### src/rtl/prst_pkg.sv
package prst_pkg;

    // Largest ring the block handles, in bytes.
    localparam int unsigned BUF_MAX = 65536;

    localparam int SIZE_W    = 17;
    localparam int OFF_W     = 16;
    localparam int CNT_W     = 17;
    localparam int FREE_W    = 18;
    localparam int PLAY_W    = 32;
    localparam int XFER_W    = 19;
    localparam int ADDR_W    = 24;
    localparam int LEN_W     = 20;
    localparam int SAMP_W    = 3;
    localparam int CFG_W     = 24;
    localparam int CFG_IDX_W = 3;
    localparam int FUNC_W    = 3;
    localparam int FILL_W    = 8;
    localparam int SUM_W     = 20;
    localparam int DIV_W     = 27;
    localparam int DIV_CNT_W = $clog2(DIV_W);

    localparam logic [SIZE_W-1:0] BUF_MAX_V = SIZE_W'(BUF_MAX);

    // Operation codes carried in the func field.
    localparam logic [FUNC_W-1:0] FN_REOPEN = 3'd0;
    localparam logic [FUNC_W-1:0] FN_POS    = 3'd1;
    localparam logic [FUNC_W-1:0] FN_QUERY  = 3'd2;
    localparam logic [FUNC_W-1:0] FN_WRITE  = 3'd3;
    localparam logic [FUNC_W-1:0] FN_FILL   = 3'd4;

    // Configuration register indexes.
    localparam logic [CFG_IDX_W-1:0] CFG_BUFFER_BYTES   = 3'd0;
    localparam logic [CFG_IDX_W-1:0] CFG_FRAGMENT_BYTES = 3'd1;
    localparam logic [CFG_IDX_W-1:0] CFG_SAMPLE_BYTES   = 3'd2;
    localparam logic [CFG_IDX_W-1:0] CFG_LOOP_START     = 3'd3;
    localparam logic [CFG_IDX_W-1:0] CFG_MAPPED_MODE    = 3'd4;
    localparam logic [CFG_IDX_W-1:0] CFG_WIDE_SAMPLES   = 3'd5;

    localparam logic signed [SUM_W-1:0] FREE_MAX = 20'sd131071;
    localparam logic signed [SUM_W-1:0] FREE_MIN = -20'sd131072;
    localparam logic [CNT_W:0]          SIL_MAX  = 18'd131071;

    // Silence bytes: signed 16-bit audio idles at zero, unsigned 8-bit at mid-scale.
    localparam logic [FILL_W-1:0] FILL_WIDE   = 8'h00;
    localparam logic [FILL_W-1:0] FILL_NARROW = 8'h80;

    typedef enum logic [2:0] {
        ST_IDLE,
        ST_DECODE,
        ST_LAUNCH,
        ST_WAIT,
        ST_PREP,
        ST_COMMIT
    } t_state;

    // Which quantity the shared divider is working on.
    typedef enum logic [1:0] {
        JOB_OLD,
        JOB_SPOS,
        JOB_QUOT,
        JOB_WRAP
    } t_job;

    typedef struct packed {
        logic load;
        logic div_start;
        t_job job;
        logic capture;
        logic prep;
        logic commit;
    } t_cmd;

    typedef struct packed {
        logic [FUNC_W-1:0] func;
        logic              running;
        logic              div_done;
    } t_stat;

    function automatic logic [SIZE_W-1:0] clamp_len(input logic [SIZE_W-1:0] v);
        logic [SIZE_W-1:0] r;
        if (v == '0) begin
            r = SIZE_W'(1);
        end else if (v > BUF_MAX_V) begin
            r = BUF_MAX_V;
        end else begin
            r = v;
        end
        return r;
    endfunction

    function automatic logic signed [FREE_W-1:0] sat_free(input logic signed [SUM_W-1:0] v);
        logic signed [FREE_W-1:0] r;
        if (v > FREE_MAX) begin
            r = FREE_MAX[FREE_W-1:0];
        end else if (v < FREE_MIN) begin
            r = FREE_MIN[FREE_W-1:0];
        end else begin
            r = v[FREE_W-1:0];
        end
        return r;
    endfunction

    function automatic logic [CNT_W-1:0] sat_sil(input logic [CNT_W:0] v);
        logic [CNT_W-1:0] r;
        if (v > SIL_MAX) begin
            r = SIL_MAX[CNT_W-1:0];
        end else begin
            r = v[CNT_W-1:0];
        end
        return r;
    endfunction

endpackage

### src/rtl/prst_div.sv
module prst_div (
    input  logic                          i_clk,
    input  logic                          i_rst_n,
    input  logic                          i_start,
    input  logic [prst_pkg::DIV_W-1:0]    i_dividend,
    input  logic [prst_pkg::SIZE_W-1:0]   i_divisor,
    output logic                          o_done,
    output logic [prst_pkg::DIV_W-1:0]    o_quot,
    output logic [prst_pkg::SIZE_W-1:0]   o_rem
);

    logic                              r_busy;
    logic                              r_done;
    logic [prst_pkg::DIV_CNT_W-1:0]    r_cnt;
    logic [prst_pkg::DIV_W-1:0]        r_quo;
    logic [prst_pkg::SIZE_W-1:0]       r_rem;
    logic [prst_pkg::SIZE_W-1:0]       r_dsr;

    logic [prst_pkg::SIZE_W:0]         rem_sh;
    logic                              ge;
    logic [prst_pkg::SIZE_W:0]         rem_nx;

    // Restoring division, one quotient bit per cycle.
    always_comb begin
        rem_sh = {r_rem, r_quo[prst_pkg::DIV_W-1]};
        ge     = (rem_sh >= {1'b0, r_dsr});
        rem_nx = ge ? (rem_sh - {1'b0, r_dsr}) : rem_sh;
    end

    always_ff @(posedge i_clk) begin
        if (!i_rst_n) begin
            r_busy <= 1'b0;
            r_done <= 1'b0;
        end else begin
            r_done <= 1'b0;
            if (i_start) begin
                r_busy <= 1'b1;
            end else if (r_busy && (r_cnt == '0)) begin
                r_busy <= 1'b0;
                r_done <= 1'b1;
            end
        end
    end

    always_ff @(posedge i_clk) begin
        if (i_start) begin
            r_cnt <= prst_pkg::DIV_CNT_W'(prst_pkg::DIV_W - 1);
            r_quo <= i_dividend;
            r_rem <= '0;
            r_dsr <= i_divisor;
        end else if (r_busy) begin
            r_cnt <= r_cnt - prst_pkg::DIV_CNT_W'(1);
            r_quo <= {r_quo[prst_pkg::DIV_W-2:0], ge};
            r_rem <= rem_nx[prst_pkg::SIZE_W-1:0];
        end
    end

    assign o_done = r_done;
    assign o_quot = r_quo;
    assign o_rem  = r_rem;

endmodule

### src/rtl/prst_ctrl.sv
module prst_ctrl (
    input  logic              i_clk,
    input  logic              i_rst_n,
    input  logic              i_in_valid,
    output logic              o_in_stall,
    output logic              o_out_valid,
    input  logic              i_out_stall,
    input  prst_pkg::t_stat   i_stat,
    output prst_pkg::t_cmd    o_cmd
);

    prst_pkg::t_state r_state, n_state;
    prst_pkg::t_job   r_job, n_job;
    logic             r_out_valid, n_out_valid;
    logic             out_free;

    assign out_free = !r_out_valid || !i_out_stall;

    always_comb begin
        n_state = r_state;
        n_job   = r_job;
        case (r_state)
            prst_pkg::ST_IDLE: begin
                if (i_in_valid) begin
                    n_state = prst_pkg::ST_DECODE;
                end
            end
            prst_pkg::ST_DECODE: begin
                case (i_stat.func)
                    prst_pkg::FN_POS, prst_pkg::FN_QUERY: begin
                        n_job   = prst_pkg::JOB_OLD;
                        n_state = prst_pkg::ST_LAUNCH;
                    end
                    prst_pkg::FN_WRITE, prst_pkg::FN_FILL: begin
                        n_job   = prst_pkg::JOB_SPOS;
                        n_state = prst_pkg::ST_LAUNCH;
                    end
                    default: begin
                        n_state = prst_pkg::ST_COMMIT;
                    end
                endcase
            end
            prst_pkg::ST_LAUNCH: begin
                n_state = prst_pkg::ST_WAIT;
            end
            prst_pkg::ST_WAIT: begin
                if (i_stat.div_done) begin
                    case (r_job)
                        prst_pkg::JOB_OLD: begin
                            if ((i_stat.func == prst_pkg::FN_POS) && i_stat.running) begin
                                n_job   = prst_pkg::JOB_QUOT;
                                n_state = prst_pkg::ST_LAUNCH;
                            end else begin
                                n_state = prst_pkg::ST_COMMIT;
                            end
                        end
                        prst_pkg::JOB_QUOT, prst_pkg::JOB_SPOS: begin
                            n_state = prst_pkg::ST_PREP;
                        end
                        default: begin
                            n_state = prst_pkg::ST_COMMIT;
                        end
                    endcase
                end
            end
            prst_pkg::ST_PREP: begin
                n_job   = prst_pkg::JOB_WRAP;
                n_state = prst_pkg::ST_LAUNCH;
            end
            prst_pkg::ST_COMMIT: begin
                if (out_free) begin
                    n_state = prst_pkg::ST_IDLE;
                end
            end
            default: begin
                n_state = prst_pkg::ST_IDLE;
            end
        endcase
    end

    always_comb begin
        o_cmd           = '0;
        o_cmd.job       = r_job;
        o_cmd.load      = (r_state == prst_pkg::ST_IDLE) && i_in_valid;
        o_cmd.div_start = (r_state == prst_pkg::ST_LAUNCH);
        o_cmd.capture   = (r_state == prst_pkg::ST_WAIT) && i_stat.div_done;
        o_cmd.prep      = (r_state == prst_pkg::ST_PREP);
        o_cmd.commit    = (r_state == prst_pkg::ST_COMMIT) && out_free;
        o_in_stall      = (r_state != prst_pkg::ST_IDLE);
        n_out_valid     = o_cmd.commit || (r_out_valid && i_out_stall);
    end

    always_ff @(posedge i_clk) begin
        if (!i_rst_n) begin
            r_state     <= prst_pkg::ST_IDLE;
            r_job       <= prst_pkg::JOB_OLD;
            r_out_valid <= 1'b0;
        end else begin
            r_state     <= n_state;
            r_job       <= n_job;
            r_out_valid <= n_out_valid;
        end
    end

    assign o_out_valid = r_out_valid;

endmodule

### src/rtl/prst_datapath.sv
module prst_datapath (
    input  logic                               i_clk,
    input  logic                               i_rst_n,
    input  logic                               i_cfg_we,
    input  logic [prst_pkg::CFG_IDX_W-1:0]     i_cfg_idx,
    input  logic [prst_pkg::CFG_W-1:0]         i_cfg_data,
    input  logic [prst_pkg::FUNC_W-1:0]        i_func,
    input  logic                               i_running,
    input  logic [prst_pkg::ADDR_W-1:0]        i_hw_addr,
    input  logic [prst_pkg::LEN_W-1:0]         i_write_len,
    input  prst_pkg::t_cmd                     i_cmd,
    output prst_pkg::t_stat                    o_stat,
    output logic signed [prst_pkg::XFER_W-1:0] o_xfer_size,
    output logic                               o_need_silence,
    output logic                               o_underrun,
    output logic [prst_pkg::SIZE_W-1:0]        o_accepted_len,
    output logic [prst_pkg::OFF_W-1:0]         o_seg_start,
    output logic [prst_pkg::SIZE_W-1:0]        o_seg_first_len,
    output logic [prst_pkg::SIZE_W-1:0]        o_seg_second_len,
    output logic [prst_pkg::FILL_W-1:0]        o_fill_byte,
    output logic [prst_pkg::PLAY_W-1:0]        o_played_total
);

    localparam int PW = prst_pkg::DIV_W + 1;

    // Configuration registers.
    logic [prst_pkg::SIZE_W-1:0]  r_buf_bytes;
    logic [prst_pkg::SIZE_W-1:0]  r_frag_bytes;
    logic [prst_pkg::SAMP_W-1:0]  r_samp_bytes;
    logic [prst_pkg::ADDR_W-1:0]  r_loop_start;
    logic                         r_mapped;
    logic                         r_wide;

    // Ring state.
    logic [prst_pkg::OFF_W-1:0]         r_hw_offset, n_hw_offset;
    logic [prst_pkg::OFF_W-1:0]         r_sil_offset, n_sil_offset;
    logic [prst_pkg::CNT_W-1:0]         r_sil_count, n_sil_count;
    logic signed [prst_pkg::FREE_W-1:0] r_free_count, n_free_count;
    logic [prst_pkg::PLAY_W-1:0]        r_played, n_played;

    // Current transaction and intermediate results.
    logic [prst_pkg::FUNC_W-1:0]  r_func;
    logic                         r_running;
    logic [prst_pkg::ADDR_W-1:0]  r_addr;
    logic [prst_pkg::LEN_W-1:0]   r_wlen;
    logic [prst_pkg::OFF_W-1:0]   r_old;
    logic [prst_pkg::OFF_W-1:0]   r_spos;
    logic [prst_pkg::SIZE_W-1:0]  r_quot;
    logic [prst_pkg::OFF_W-1:0]   r_wrap;
    logic                         r_neg;
    logic [prst_pkg::DIV_W-1:0]   r_mag;

    logic [prst_pkg::SIZE_W-1:0]  size;
    logic [prst_pkg::SIZE_W-1:0]  frag;
    logic [prst_pkg::SAMP_W-1:0]  bps;

    logic                         div_done;
    logic [prst_pkg::DIV_W-1:0]   div_dividend;
    logic [prst_pkg::SIZE_W-1:0]  div_divisor;
    logic [prst_pkg::DIV_W-1:0]   div_quot;
    logic [prst_pkg::SIZE_W-1:0]  div_rem;
    logic [prst_pkg::SIZE_W-1:0]  wrap_fix;

    logic signed [PW-1:0]         p_s;
    logic signed [PW-1:0]         p_v;
    logic signed [PW-1:0]         p_negv;

    // Result of the commit step.
    logic signed [prst_pkg::XFER_W-1:0] c_xfer;
    logic                               c_need;
    logic                               c_under;
    logic [prst_pkg::SIZE_W-1:0]        c_acc;
    logic [prst_pkg::FILL_W-1:0]        c_fill;
    logic                               seg_en;
    logic [prst_pkg::OFF_W-1:0]         seg_st;
    logic [prst_pkg::SIZE_W-1:0]        seg_len;
    logic [prst_pkg::SIZE_W-1:0]        room;
    logic [prst_pkg::SIZE_W-1:0]        c_first;
    logic [prst_pkg::SIZE_W-1:0]        c_second;
    logic [prst_pkg::OFF_W-1:0]         pos;
    logic signed [prst_pkg::FREE_W-1:0] diff_s;
    logic [prst_pkg::SIZE_W-1:0]        diff;
    logic signed [prst_pkg::SUM_W-1:0]  free_ext;
    logic signed [prst_pkg::SUM_W-1:0]  pending;
    logic signed [prst_pkg::SUM_W-1:0]  sil_ext;
    logic [prst_pkg::SIZE_W-1:0]        wlen_c;
    logic [prst_pkg::SIZE_W-1:0]        extra;
    logic [prst_pkg::SIZE_W:0]          ssum;

    assign size = prst_pkg::clamp_len(r_buf_bytes);
    assign frag = prst_pkg::clamp_len(r_frag_bytes);
    assign bps  = (r_samp_bytes == '0) ? prst_pkg::SAMP_W'(1) : r_samp_bytes;

    always_comb begin
        div_divisor = size;
        case (i_cmd.job)
            prst_pkg::JOB_OLD:  div_dividend = prst_pkg::DIV_W'(r_hw_offset);
            prst_pkg::JOB_SPOS: div_dividend = prst_pkg::DIV_W'(r_sil_offset);
            prst_pkg::JOB_QUOT: begin
                div_dividend = prst_pkg::DIV_W'(size);
                div_divisor  = prst_pkg::SIZE_W'(bps);
            end
            default:            div_dividend = r_mag;
        endcase
    end

    prst_div u_div (
        .i_clk      (i_clk),
        .i_rst_n    (i_rst_n),
        .i_start    (i_cmd.div_start),
        .i_dividend (div_dividend),
        .i_divisor  (div_divisor),
        .o_done     (div_done),
        .o_quot     (div_quot),
        .o_rem      (div_rem)
    );

    // A negative operand leaves a remainder that is folded back into the ring.
    assign wrap_fix = (r_neg && (div_rem != '0)) ? (size - div_rem) : div_rem;

    // Operand of the final reduction, built from captured values.
    always_comb begin
        p_s = $signed(PW'(r_addr)) - $signed(PW'(r_loop_start));
        if (r_addr < r_loop_start) begin
            p_s = p_s + $signed(PW'(r_quot));
        end
        case (r_func)
            prst_pkg::FN_POS: begin
                p_v = (bps[0] ? p_s : '0)
                    + (bps[1] ? (p_s <<< 1) : '0)
                    + (bps[2] ? (p_s <<< 2) : '0);
            end
            prst_pkg::FN_WRITE: p_v = $signed(PW'(r_spos)) - $signed(PW'(r_sil_count));
            prst_pkg::FN_FILL:  p_v = $signed(PW'(r_spos)) + $signed(PW'(frag));
            default:            p_v = '0;
        endcase
        p_negv = -p_v;
    end

    always_comb begin
        n_hw_offset  = r_hw_offset;
        n_sil_offset = r_sil_offset;
        n_sil_count  = r_sil_count;
        n_free_count = r_free_count;
        n_played     = r_played;
        c_xfer       = '0;
        c_need       = 1'b0;
        c_under      = 1'b0;
        c_acc        = '0;
        c_fill       = '0;
        seg_en       = 1'b0;
        seg_st       = '0;
        seg_len      = '0;
        free_ext     = prst_pkg::SUM_W'(r_free_count);
        sil_ext      = $signed(prst_pkg::SUM_W'(r_sil_count));
        pending      = $signed(prst_pkg::SUM_W'(size)) - free_ext;
        pos          = r_running ? r_wrap : r_old;
        diff_s       = $signed(prst_pkg::FREE_W'(pos)) - $signed(prst_pkg::FREE_W'(r_old));
        diff         = (diff_s < 0) ? prst_pkg::SIZE_W'(diff_s + $signed(prst_pkg::FREE_W'(size)))
                                    : prst_pkg::SIZE_W'(diff_s);
        wlen_c       = (r_wlen < prst_pkg::LEN_W'(size)) ? prst_pkg::SIZE_W'(r_wlen) : size;
        extra        = wlen_c - r_sil_count;
        ssum         = prst_pkg::SIZE_W'(r_spos) + extra;
        case (r_func)
            prst_pkg::FN_REOPEN: begin
                n_hw_offset  = '0;
                n_sil_offset = '0;
                n_sil_count  = '0;
                n_free_count = $signed(prst_pkg::FREE_W'(size));
            end
            prst_pkg::FN_POS: begin
                n_played     = r_played + prst_pkg::PLAY_W'(diff);
                n_free_count = prst_pkg::sat_free(free_ext + $signed(prst_pkg::SUM_W'(diff)));
                n_hw_offset  = pos;
            end
            prst_pkg::FN_QUERY: begin
                if (r_mapped) begin
                    c_xfer = prst_pkg::XFER_W'(r_free_count);
                end else begin
                    c_need = (pending < $signed(prst_pkg::SUM_W'(frag)));
                    if (pending > sil_ext) begin
                        c_xfer = prst_pkg::XFER_W'(free_ext + sil_ext);
                    end else begin
                        c_xfer      = $signed(prst_pkg::XFER_W'(size));
                        n_sil_count = prst_pkg::CNT_W'(pending);
                        if (pending < 0) begin
                            n_sil_offset = r_old;
                            n_sil_count  = '0;
                            n_free_count = $signed(prst_pkg::FREE_W'(size));
                            c_under      = 1'b1;
                        end
                    end
                end
            end
            prst_pkg::FN_WRITE: begin
                c_acc = wlen_c;
                if (wlen_c != '0) begin
                    seg_en  = 1'b1;
                    seg_st  = r_wrap;
                    seg_len = wlen_c;
                    if (wlen_c > r_sil_count) begin
                        n_sil_offset = (ssum >= prst_pkg::SIZE_W'(size))
                                     ? prst_pkg::OFF_W'(ssum - prst_pkg::SIZE_W'(size))
                                     : prst_pkg::OFF_W'(ssum);
                        n_free_count = prst_pkg::sat_free(free_ext
                                     - $signed(prst_pkg::SUM_W'(extra)));
                        n_sil_count  = '0;
                    end else begin
                        n_sil_count  = r_sil_count - wlen_c;
                    end
                end
            end
            prst_pkg::FN_FILL: begin
                c_fill       = r_wide ? prst_pkg::FILL_WIDE : prst_pkg::FILL_NARROW;
                n_sil_count  = prst_pkg::sat_sil(prst_pkg::SIZE_W'(r_sil_count)
                             + prst_pkg::SIZE_W'(frag) + (prst_pkg::CNT_W+1)'(0));
                n_free_count = prst_pkg::sat_free(free_ext - $signed(prst_pkg::SUM_W'(frag)));
                n_sil_offset = r_wrap;
                seg_en       = 1'b1;
                seg_st       = r_spos;
                seg_len      = frag;
            end
            default: begin
            end
        endcase
        // Split the touched span at the end of the ring.
        room = size - prst_pkg::SIZE_W'(seg_st);
        if (!seg_en) begin
            c_first  = '0;
            c_second = '0;
        end else if (seg_len > room) begin
            c_first  = room;
            c_second = seg_len - room;
        end else begin
            c_first  = seg_len;
            c_second = '0;
        end
    end

    always_ff @(posedge i_clk) begin
        if (!i_rst_n) begin
            r_buf_bytes  <= prst_pkg::BUF_MAX_V;
            r_frag_bytes <= prst_pkg::SIZE_W'(4096);
            r_samp_bytes <= prst_pkg::SAMP_W'(4);
            r_loop_start <= '0;
            r_mapped     <= 1'b0;
            r_wide       <= 1'b1;
        end else if (i_cfg_we) begin
            case (i_cfg_idx)
                prst_pkg::CFG_BUFFER_BYTES:   r_buf_bytes  <= i_cfg_data[prst_pkg::SIZE_W-1:0];
                prst_pkg::CFG_FRAGMENT_BYTES: r_frag_bytes <= i_cfg_data[prst_pkg::SIZE_W-1:0];
                prst_pkg::CFG_SAMPLE_BYTES:   r_samp_bytes <= i_cfg_data[prst_pkg::SAMP_W-1:0];
                prst_pkg::CFG_LOOP_START:     r_loop_start <= i_cfg_data[prst_pkg::ADDR_W-1:0];
                prst_pkg::CFG_MAPPED_MODE:    r_mapped     <= i_cfg_data[0];
                prst_pkg::CFG_WIDE_SAMPLES:   r_wide       <= i_cfg_data[0];
                default: begin
                end
            endcase
        end
    end

    always_ff @(posedge i_clk) begin
        if (!i_rst_n) begin
            r_hw_offset  <= '0;
            r_sil_offset <= '0;
            r_sil_count  <= '0;
            r_free_count <= $signed(prst_pkg::FREE_W'(prst_pkg::BUF_MAX));
            r_played     <= '0;
        end else if (i_cmd.commit) begin
            r_hw_offset  <= n_hw_offset;
            r_sil_offset <= n_sil_offset;
            r_sil_count  <= n_sil_count;
            r_free_count <= n_free_count;
            r_played     <= n_played;
        end
    end

    always_ff @(posedge i_clk) begin
        if (i_cmd.load) begin
            r_func    <= i_func;
            r_running <= i_running;
            r_addr    <= i_hw_addr;
            r_wlen    <= i_write_len;
        end
        if (i_cmd.capture) begin
            case (i_cmd.job)
                prst_pkg::JOB_OLD:  r_old  <= div_rem[prst_pkg::OFF_W-1:0];
                prst_pkg::JOB_SPOS: r_spos <= div_rem[prst_pkg::OFF_W-1:0];
                prst_pkg::JOB_QUOT: r_quot <= div_quot[prst_pkg::SIZE_W-1:0];
                default:            r_wrap <= wrap_fix[prst_pkg::OFF_W-1:0];
            endcase
        end
        if (i_cmd.prep) begin
            r_neg <= p_v[PW-1];
            r_mag <= p_v[PW-1] ? p_negv[prst_pkg::DIV_W-1:0] : p_v[prst_pkg::DIV_W-1:0];
        end
        if (i_cmd.commit) begin
            o_xfer_size      <= c_xfer;
            o_need_silence   <= c_need;
            o_underrun       <= c_under;
            o_accepted_len   <= c_acc;
            o_seg_start      <= seg_en ? seg_st : '0;
            o_seg_first_len  <= c_first;
            o_seg_second_len <= c_second;
            o_fill_byte      <= c_fill;
            o_played_total   <= n_played;
        end
    end

    always_comb begin
        o_stat          = '0;
        o_stat.func     = r_func;
        o_stat.running  = r_running;
        o_stat.div_done = div_done;
    end

endmodule

### src/rtl/playback_ring_silence_tracker.sv
// Pointer and counter bookkeeping for a circular playback buffer that is padded with silence.
// Input channel: i_in_valid / o_in_stall carry one operation per transaction (func, running,
// hw_addr, write_len). Output channel: o_out_valid / i_out_stall return exactly one result
// transaction per operation, in order. Configuration is a plain write port (i_cfg_we,
// i_cfg_idx, i_cfg_data); the user must write it only while the block is idle, as the
// block itself does not enforce this. Every offset is reduced modulo the ring size by one
// shared restoring divider that produces one quotient bit per cycle. Reopen and unused
// codes use no division, a query or a stopped position update one, a host write or
// silence fill two, and a running position update three; the latter two add a preparation
// state before the final reduction.
// o_in_stall is high from the cycle after acceptance until the block is idle again.
// The result sits in an output register, so a new transaction is accepted while it waits;
// if the receiver still stalls when the next result is ready, that one waits unwritten.
// Synchronous active-low reset returns the configuration registers to their defaults,
// empties the ring (full free count, no silence pending) and clears the played total.
module playback_ring_silence_tracker (
    input  logic                               i_clk,
    input  logic                               i_rst_n,
    input  logic                               i_cfg_we,
    input  logic [prst_pkg::CFG_IDX_W-1:0]     i_cfg_idx,
    input  logic [prst_pkg::CFG_W-1:0]         i_cfg_data,
    input  logic                               i_in_valid,
    output logic                               o_in_stall,
    input  logic [prst_pkg::FUNC_W-1:0]        i_func,
    input  logic                               i_running,
    input  logic [prst_pkg::ADDR_W-1:0]        i_hw_addr,
    input  logic [prst_pkg::LEN_W-1:0]         i_write_len,
    output logic                               o_out_valid,
    input  logic                               i_out_stall,
    output logic signed [prst_pkg::XFER_W-1:0] o_xfer_size,
    output logic                               o_need_silence,
    output logic                               o_underrun,
    output logic [prst_pkg::SIZE_W-1:0]        o_accepted_len,
    output logic [prst_pkg::OFF_W-1:0]         o_seg_start,
    output logic [prst_pkg::SIZE_W-1:0]        o_seg_first_len,
    output logic [prst_pkg::SIZE_W-1:0]        o_seg_second_len,
    output logic [prst_pkg::FILL_W-1:0]        o_fill_byte,
    output logic [prst_pkg::PLAY_W-1:0]        o_played_total
);

    prst_pkg::t_cmd  cmd;
    prst_pkg::t_stat stat;

    // The controller sequences the divider jobs that each operation needs and
    // decides when the ring state and output register are updated.
    prst_ctrl u_ctrl (
        .i_clk       (i_clk),
        .i_rst_n     (i_rst_n),
        .i_in_valid  (i_in_valid),
        .o_in_stall  (o_in_stall),
        .o_out_valid (o_out_valid),
        .i_out_stall (i_out_stall),
        .i_stat      (stat),
        .o_cmd       (cmd)
    );

    // The datapath holds the configuration, the ring state, the divider and the
    // output register.
    prst_datapath u_dp (
        .i_clk            (i_clk),
        .i_rst_n          (i_rst_n),
        .i_cfg_we         (i_cfg_we),
        .i_cfg_idx        (i_cfg_idx),
        .i_cfg_data       (i_cfg_data),
        .i_func           (i_func),
        .i_running        (i_running),
        .i_hw_addr        (i_hw_addr),
        .i_write_len      (i_write_len),
        .i_cmd            (cmd),
        .o_stat           (stat),
        .o_xfer_size      (o_xfer_size),
        .o_need_silence   (o_need_silence),
        .o_underrun       (o_underrun),
        .o_accepted_len   (o_accepted_len),
        .o_seg_start      (o_seg_start),
        .o_seg_first_len  (o_seg_first_len),
        .o_seg_second_len (o_seg_second_len),
        .o_fill_byte      (o_fill_byte),
        .o_played_total   (o_played_total)
    );

    // An accepted transaction keeps the input side closed on the following cycle.
    a_load_closes_input: assert property (@(posedge i_clk) disable iff (!i_rst_n)
        cmd.load |=> o_in_stall)
        else $error("input not stalled after a transaction was taken");

    // A committed result is presented on the output channel on the next cycle.
    a_commit_shows_result: assert property (@(posedge i_clk) disable iff (!i_rst_n)
        cmd.commit |=> o_out_valid)
        else $error("committed result not presented");

    // Each transaction commits once only.
    a_single_commit: assert property (@(posedge i_clk) disable iff (!i_rst_n)
        cmd.commit |=> !cmd.commit)
        else $error("result committed twice");

    // Divider results are taken only when the divider reports completion.
    a_capture_on_done: assert property (@(posedge i_clk) disable iff (!i_rst_n)
        cmd.capture |-> stat.div_done)
        else $error("divider result taken before completion");

endmodule
### config.mk
export PLATFORM = sky130hd
export DESIGN_NAME = playback_ring_silence_tracker
export DESIGN_NICKNAME = d
export VERILOG_FILES = /design/src/rtl/prst_pkg.sv /design/src/rtl/prst_div.sv /design/src/rtl/prst_ctrl.sv /design/src/rtl/prst_datapath.sv /design/src/rtl/playback_ring_silence_tracker.sv
export SDC_FILE = /design/constraint.sdc
export NUM_CORES = 2
export LEC_CHECK = 0
export ABC_AREA = 1
export BUFFER_PORTS_ARGS = -buffer_cell sky130_fd_sc_hd__buf_2
export CAP_MARGIN = 0
export CELL_PAD_IN_SITES_DETAIL_PLACEMENT = 2
export CELL_PAD_IN_SITES_GLOBAL_PLACEMENT = 2
export CORE_UTILIZATION = 37
export CTS_CLUSTER_SIZE = 20
export DETAILED_ROUTE_END_ITERATION = 16
export PLACE_DENSITY = 0.81
export SYNTH_ARGS = -nofsm -noshare
export SYNTH_HDL_FRONTEND = slang
export SYNTH_SLANG_ARGS = --single-unit
### constraint.sdc
create_clock -name i_clk -period 8.1 [get_ports i_clk]
set_clock_uncertainty 0.1 [all_clocks]
set_input_delay 2.025 -clock i_clk [delete_from_list [all_inputs] [get_ports i_clk]]
set_output_delay 2.025 -clock i_clk [all_outputs]
set_load 0.05 [all_outputs]
======== After elaboration in Yosys (flattened, before gate mapping) ========
Index checks and enable logic that the tools add are counted.
word-level totals
  logic and storage cells ................. 241
  bits in registers ....................... 505
  output and inout port bits .............. 130
operators by class
  add/sub/neg operators ................... 25
  muxes and demuxes ....................... 74
  order comparisons ....................... 19
  reduce and logical (&&, ||, !) cells .... 53
  equal/unequal tests ..................... 27
  bitwise gates (word level) .............. 3
operators with widths
  operator                                                                           number
  17-bit two-way mux                                                                 15
  18-bit two-way mux                                                                 11
  16-bit two-way mux                                                                 9
  28-bit two-way mux                                                                 4
  18-bit case mux with 5 select lines                                                1
  28-bit case mux with 3 select lines                                                1
  27-bit two-way mux                                                                 3
  27-bit case mux with 3 select lines                                                1
  17-bit case mux with 4 select lines                                                1
  17-bit subtractor                                                                  4
  16-bit case mux with 2 select lines                                                2
  16-bit case mux with 4 select lines                                                1
  20-bit by 18-bit greater-than comparator with 1-bit output, second input constant  3
  20-bit by 18-bit < comparator with 1-bit output, second input constant             3
  18-bit by 18-bit subtractor with 19-bit output                                     3
  28-bit adder                                                                       2
  18-bit by 18-bit adder with 19-bit output                                          2
  19-bit two-way mux                                                                 2
  16-bit by 17-bit adder with 18-bit output                                          2
  18-bit by 17-bit >= comparator with 1-bit output                                   2
  17-bit greater-than comparator                                                     2
  17-bit greater-than comparator, second input constant                              2
  17-bit zero test                                                                   2
  17-bit case mux with 2 select lines                                                1
  55 further kinds                                                                   122

======== Longest topological paths before layout ========
  word-level depth ........................ 13
  gate-level depth with buffers ........... 56
  mapped depth without buffers ............ 53

======== By module ========
Synthesis repeated with hierarchy kept, for this count alone.
unflattened totals
  cells, all modules ...................... 6191
  area total of the unflattened synthesis .. 44122.3 um^2
modules (own cells, without submodules)
  module         area an instance (um^2)  seq. area each (um^2)  cells each  times used
  prst_datapath  39660.5                  11110.7                5593        1
  prst_div       3968.8                   1801.7                 512         1
  prst_ctrl      493.0                    120.1                  86          1

======== Worst setup path before layout ========
OpenSTA, ideal clock, no wires.
  path type ............................... reg-to-reg
  start point ............................. reg u_dp.r_buf_bytes[14] (netlist bit)
  end point ............................... reg u_dp.o_seg_first_len[15] (netlist bit) (data pin)
  setup time .............................. 0.255 ns
  stages on the path, launching flop included .. 50
  period minus slack after synthesis ...... 7.106 ns
  arrival time ............................ 6.750 ns
  data required time ...................... 7.745 ns
  setup slack ............................. 0.994 ns
  path through ............................ dfxtp_1 > nor2_1 > nand2_1 > nor2_2 > nand2_1 > nand2_4 > buf_2 > nand2_1 > ha_1 > a21oi_1 > o21ai_1 > nand2_1 > o211ai_1 > a21oi_4 > nand2_4 > buf_6 > nand2_1 > nand2_1 > [14 not listed] > xor2_1 > ha_1 > a21oi_1 > o21a_1 > nand3_1 > nand2_1 > inv_1 > nor2_1 > o21bai_1 > a21boi_0 > nor2_1 > o21ai_0 > nand2_1 > nand2_1 > clkbuf_1 > nor2_1 > a21oi_1 > nor2_1
on the way
  cells in the longest elaborated chain, start to end .. 11
  elaborated cells between the ends (all ways) .. 16
  classes of those cells .................. add/sub (1); order compare (3); mux (10); reduce/logical (2)
RTL lines
  what                                                line                  text
  start: declaration                                  prst_datapath.sv:27   logic [prst_pkg::SIZE_W-1:0] r_buf_bytes;
  start signal: assignment                            prst_datapath.sv:242  r_buf_bytes <= prst_pkg::BUF_MAX_V;
  start signal: assignment                            prst_datapath.sv:250  prst_pkg::CFG_BUFFER_BYTES: r_buf_bytes <= i_cfg_data[prst_pkg::SIZE_W-1:0];
  17-bit greater-than comparator                      prst_pkg.sv:84        end else if (v > BUF_MAX_V) begin
  17-bit two-way mux                                  prst_pkg.sv:84
  17-bit two-way mux (*)                              prst_pkg.sv:82        if (v == '0) begin
  20-bit by 17-bit < comparator with 1-bit output     prst_datapath.sv:161  wlen_c = (r_wlen < prst_pkg::LEN_W'(size)) ? prst_pkg::SIZE_W'(r_wlen) : size;
  17-bit two-way mux (*)                              prst_datapath.sv:161
  named net u_dp.wlen_c (one bit)                     prst_datapath.sv:86   logic [prst_pkg::SIZE_W-1:0] wlen_c;
  17-bit nonzero test (*)                             prst_datapath.sv:197  if (wlen_c != '0) begin
  16-bit two-way mux (*)                              prst_datapath.sv:197
  16-bit case mux with 2 select lines (*)             prst_datapath.sv:164  case (r_func)
  named net u_dp.seg_st (one bit)                     prst_datapath.sv:75   logic [prst_pkg::OFF_W-1:0] seg_st;
  17-bit by 16-bit subtractor with 17-bit output (*)  prst_datapath.sv:227  room = size - prst_pkg::SIZE_W'(seg_st);
  17-bit greater-than comparator                      prst_datapath.sv:231  end else if (seg_len > room) begin
  17-bit two-way mux (*)                              prst_datapath.sv:231
  end signal: assignment                              prst_datapath.sv:303  o_seg_first_len <= c_first;
  end: declaration                                    prst_datapath.sv:18   output logic [prst_pkg::SIZE_W-1:0] o_seg_first_len,
The timed path passes the listed nets; every way through them passes the cells marked *.
A chain may end at the register's enable or synchronous reset.

======== Worst setup path in the final report ========
  start point ............................. reg u_dp.r_buf_bytes[8] (netlist bit)
  end point ............................... reg u_dp.o_seg_second_len[6] (netlist bit) (data pin)
on the way
  cells in the longest elaborated chain, start to end .. 11
  elaborated cells between the ends (all ways) .. 17
  classes of those cells .................. add/sub (2); order compare (3); mux (9); reduce/logical (3)
RTL lines
  what                                             line                  text
  17-bit greater-than comparator                   prst_pkg.sv:84
  17-bit two-way mux                               prst_pkg.sv:84
  17-bit two-way mux (*)                           prst_pkg.sv:82
  20-bit by 17-bit < comparator with 1-bit output  prst_datapath.sv:161
  17-bit two-way mux                               prst_datapath.sv:161
  17-bit nonzero test                              prst_datapath.sv:197
  16-bit two-way mux                               prst_datapath.sv:197
  16-bit case mux with 2 select lines              prst_datapath.sv:164
  17-bit by 16-bit subtractor with 17-bit output   prst_datapath.sv:227
  17-bit greater-than comparator                   prst_datapath.sv:231
  2-bit AND reduction (no line)                    -
  end signal: assignment                           prst_datapath.sv:304  o_seg_second_len <= c_second;
  end: declaration                                 prst_datapath.sv:19   output logic [prst_pkg::SIZE_W-1:0] o_seg_second_len,
Mark *: on every way between the ends. The rest lies on a longest branch, timed or not.

==> implementation parameters <==
Parameter                              Value

Setup path
  Arrival time reported for the critical path endpoint    around 8 ns
  Slowest stage delay, CP    ~0.41 ns
  CP Capture Type    flip-flop
  Cell type of the slowest stage on the worst timing path    sky130_fd_sc_hd__ha_1
  Required time of the worst setup path    8.39 ns
  Largest fanout on the critical path    22
  Worst Path Class, Setup    flip-flop to flip-flop
  Register-to-register path setup slack    approximately 0.16 ns
  Critical Path Source Type    flip-flop

Logic synthesis
  Seq/Total Area, Yosys    between 20% and 30%
  Share of the synthesized area in compound gates (AO/OA/AOI/OAI)    18.3%
  Top flip-flop cell by instance count after synthesis    sky130_fd_sc_hd__edfxtp_1
  Synth Cell Area    around 44,000 um2
  Main combinational cell family by area after synthesis    simple AND/OR/NAND/NOR gates
  Top cell type's share of synthesized area    20.9%
  Warning count from the yosys run    0
  Cell types occupying the most area after synthesis    sky130_fd_sc_hd__edfxtp_1, sky130_fd_sc_hd__ha_1, sky130_fd_sc_hd__nand2_1, sky130_fd_sc_hd__dfxtp_1, sky130_fd_sc_hd__a21oi_1
  Count leader, synth    sky130_fd_sc_hd__nand2_1
  Cell count after synthesis    6,138
  Average cell area after synthesis    just over 7 um2
  Synthesized-area fraction occupied by and/or/nand/nor cells    between 20 and 25%
  Post-synthesis cell type with the largest combined area    sky130_fd_sc_hd__edfxtp_1
  Post-synth EDFFs    approximately 310
  Commonest cells in the synthesized netlist    sky130_fd_sc_hd__nand2_1, sky130_fd_sc_hd__inv_1, sky130_fd_sc_hd__a21oi_1
  Synth async-reset ratio    0%
  Number of storage elements in the synthesis netlist    498
  Number of distinct standard cells referenced by the synthesized netlist    57
  Adder-Cell Fraction of Synth Area    between 10 and 15%
  Mux contribution to synthesized area    0%
  Post-synthesis xor/xnor area fraction    under 10%

Drt
  Post-DR wirelength/cell    between 20 and 30 um
  Post-DR vias/cell    5.83
  Number of nets with antenna violations after detailed routing    0
  Total number of vias    47,000
  Aggregate routed wire length    ~230,000 um
  DRC marker count from the first detailed-route iteration    about 3,200
  Post-detailed-route DRC marker count    0
  Detailed Routing Iterations Pass 1    5

Job
  Total of max-cap violations    0

Die
  Core ar.    118,000 um2
  Standard-cell row count    126
  Initial core utilization    between 30 and 40%
  Die Footprint    120,000 um2
  Height of the chip    roughly 350 um
  Chip Width    between 300 and 400 um
  Top-level I/O count    210

Finish
  Area used by multi-input combinational logic    27,500 um2
  Layout cells sized above 1    about 11%
  Combined flip-flop and latch cell area    between 10,000 and 15,000 um2
  Final design area excluding fillers    slightly above 50,000 um2
  Net count reported at finish    ~7,000
  Area growth, synth to finish    15.7%
  Filler Cell Count    roughly 14,000

STA
  Hold Vio Cnt, Final    0
  Relative slew slack    between 10% and 20%
  Ratio of final minimum period to clock period    a little over nine tenths
  Achievable Freq    about 130 MHz
  Total setup violations reported at the end of the flow    0
  Final critical delay including setup and external delays    slightly below 8 ns
  Actual transition at the worst max-transition pin    approximately 1.3 ns
  Unrepaired setup endpoints after global routing    yes
  Max-slew violation count    0

Global route
  Largest net degree at the start of global routing    85
  Total overflow reported by the global router    0
  Number of antenna violations at the first check in global routing    14
  Wire length of the first global-routing pass    between 300,000 and 400,000 um
  Vias in the first global route    between 40,000 and 50,000
  Global routing usage summed across all routing layers    a little over a third

Clock network
  CTS tree    done
  Clock edge transition at the registers on the reported setup and hold paths    roughly 0.070 ns
  Worst-Skew Late Latency    0.66 ns
  Deepest clock path buffer count    3
  Inserted Clock Buffers    roughly 70
  Root Driver    sky130_fd_sc_hd__clkbuf_16
  Sinks on the clock net    498
  Clock H-tree levels    3

Place
  Number of buffer cells added on primary ports    between 200 and 250
  Routability congestion estimate    roughly 0.99
  Total half-perimeter wirelength after legalization and detailed placement    180,000 um
  Cell area after placement    about 48,000 um2

Pwr
  Leak Pwr    approximately 0.024 uW
  P per Cell Area    ~390 nW/um2
  Power, Total    19,600 uW
  Maximum vdd drop    between 300 and 400 uV

Run status
  Status    finished clean

Hold path
  Worst hold path class    flip-flop to flip-flop
## flip-flops by register name, summed over array words and instances, names as in the netlist, 18 cells and up
signal,flops
u_dp.r_mag,27
u_dp.o_xfer_size,19
u_dp.r_free_count,18
u_dp.o_played_total,32
u_dp.r_addr,24
u_dp.r_wlen,20
u_dp.r_played,32
u_dp.r_loop_start,24
u_dp.u_div.o_quot,27
## area by class of cell
| type | instances | area share (%) |
|---|---|---|
| Sequential cell | 498 | 25.6 |
| Tap cell | 1536 | 3.78 |
| Multi-Input combinational cell | 4609 | 54.0 |
| Clock inverter | 30 | 0.657 |
| Antenna cell | 9 | 0.0443 |
| Clock buffer | 93 | 3.92 |
| Inverter | 866 | 6.40 |
| Timing Repair Buffer | 425 | 5.52 |
## cell usage in the layout (no fill, tap or decap), types with 19 or more instances in the layout
cell	n
sky130_fd_sc_hd__nand2_1	1256
sky130_fd_sc_hd__nor3_1	55
sky130_fd_sc_hd__o21a_1	20
sky130_fd_sc_hd__nor2_1	556
sky130_fd_sc_hd__nor2_2	19
sky130_fd_sc_hd__or2_2	44
sky130_fd_sc_hd__o21ai_0	468
sky130_fd_sc_hd__xnor2_1	80
sky130_fd_sc_hd__clkinv_1	22
sky130_fd_sc_hd__o211ai_1	48
sky130_fd_sc_hd__o22ai_1	55
sky130_fd_sc_hd__xor2_1	185
sky130_fd_sc_hd__a21o_1	36
sky130_fd_sc_hd__nand3_1	278
sky130_fd_sc_hd__a31oi_1	26
sky130_fd_sc_hd__nand4_1	107
sky130_fd_sc_hd__o21ai_1	20
sky130_fd_sc_hd__a211oi_1	22
sky130_fd_sc_hd__buf_2	201
sky130_fd_sc_hd__clkbuf_16	75
sky130_fd_sc_hd__o21bai_1	34
sky130_fd_sc_hd__edfxtp_1	306
sky130_fd_sc_hd__dfxtp_1	192
sky130_fd_sc_hd__ha_1	423
sky130_fd_sc_hd__fa_1	45
sky130_fd_sc_hd__buf_4	214
sky130_fd_sc_hd__a21oi_1	619
sky130_fd_sc_hd__inv_1	836
## critical path: cells and delay by family (launching register included)
family          cells  cell delay [ns]
fa+ha+maj           3             1.08
buf+inv             7             1.04
simple gates       18             1.91
xor+xnor            1             0.33
flops               1             0.33
compound gates     17             2.85
## what timing repair did
item                       4_1_cts  5_1_grt
buffers inserted                 7       30
resized for setup               10      114
pin swaps                        3       31
setup endpoints to repair       49       82
cloned                           0        4
hold buffers                     0        0
## per-stage QoR
step / setup WS [ns] / utilization, % / TNS (ns) / hold slack (ns) / instances
global placement: 0.0301 / 40.4 / 0 / 0.334 / 7893
global route: -0.147 / 43.1 / -2.51 / 0.383 / 8057
detailed placement: -0.236 / 40.4 / -6.17 / 0.350 / 7893
CTS: 0.00690 / 42.4 / 0 / 0.360 / 8023
finish: 0.159 / 43.1 / 0 / 0.357 / 8066
floorplan: 0.994 / - / 0 / 0.323 / 6144
## per-layer routing
| layer | wire length, um | share of wire [%] | global-route usage [%] |
|---|---|---|---|
| met1 | 96800 | 43 | 46.7 |
| met2 | 103000 | 46 | 59.3 |
| met3 | 13300 | 5.9 | 5.34 |
| met4 | 13300 | 5.9 | 19.0 |
| met5 | 49 | 0.022 | 0 |
## final timing paths
path,from,endpoint,cells past startpoint
min,u_dp.u_div.r_cnt[2]$_SDFFE_PP0P_,u_dp.u_div.r_cnt[2]$_SDFFE_PP0P_,1
max reg2reg,u_dp.r_buf_bytes[8]$_SDFFE_PN0P_,u_dp.o_seg_second_len[6]$_SDFFCE_PN0P_,46
min reg2reg,u_dp.u_div.r_cnt[2]$_SDFFE_PP0P_,u_dp.u_div.r_cnt[2]$_SDFFE_PP0P_,1
max,u_dp.r_buf_bytes[8]$_SDFFE_PN0P_,u_dp.o_seg_second_len[6]$_SDFFCE_PN0P_,46
## cells by family (layout without fill, tap and decap cells)
family                     count (synthesis)  after routing
AOI/OAI and AO/OA                       1449           1449
adders and majority gates                484            484
and+or+nand+nor                         2392           2395
other                                      1             16
buffers and inverters                   1040           1414
xor gates and xnor gates                 274            274
DFF                                      498            498
## power breakdown
group / internal [uW] / switching (uW)
sequential: 3160 / 372
clock: 1900 / 1340
combinational: 4310 / 8580
total: 9360 / 10300
(Power assumes the default switching activity.)
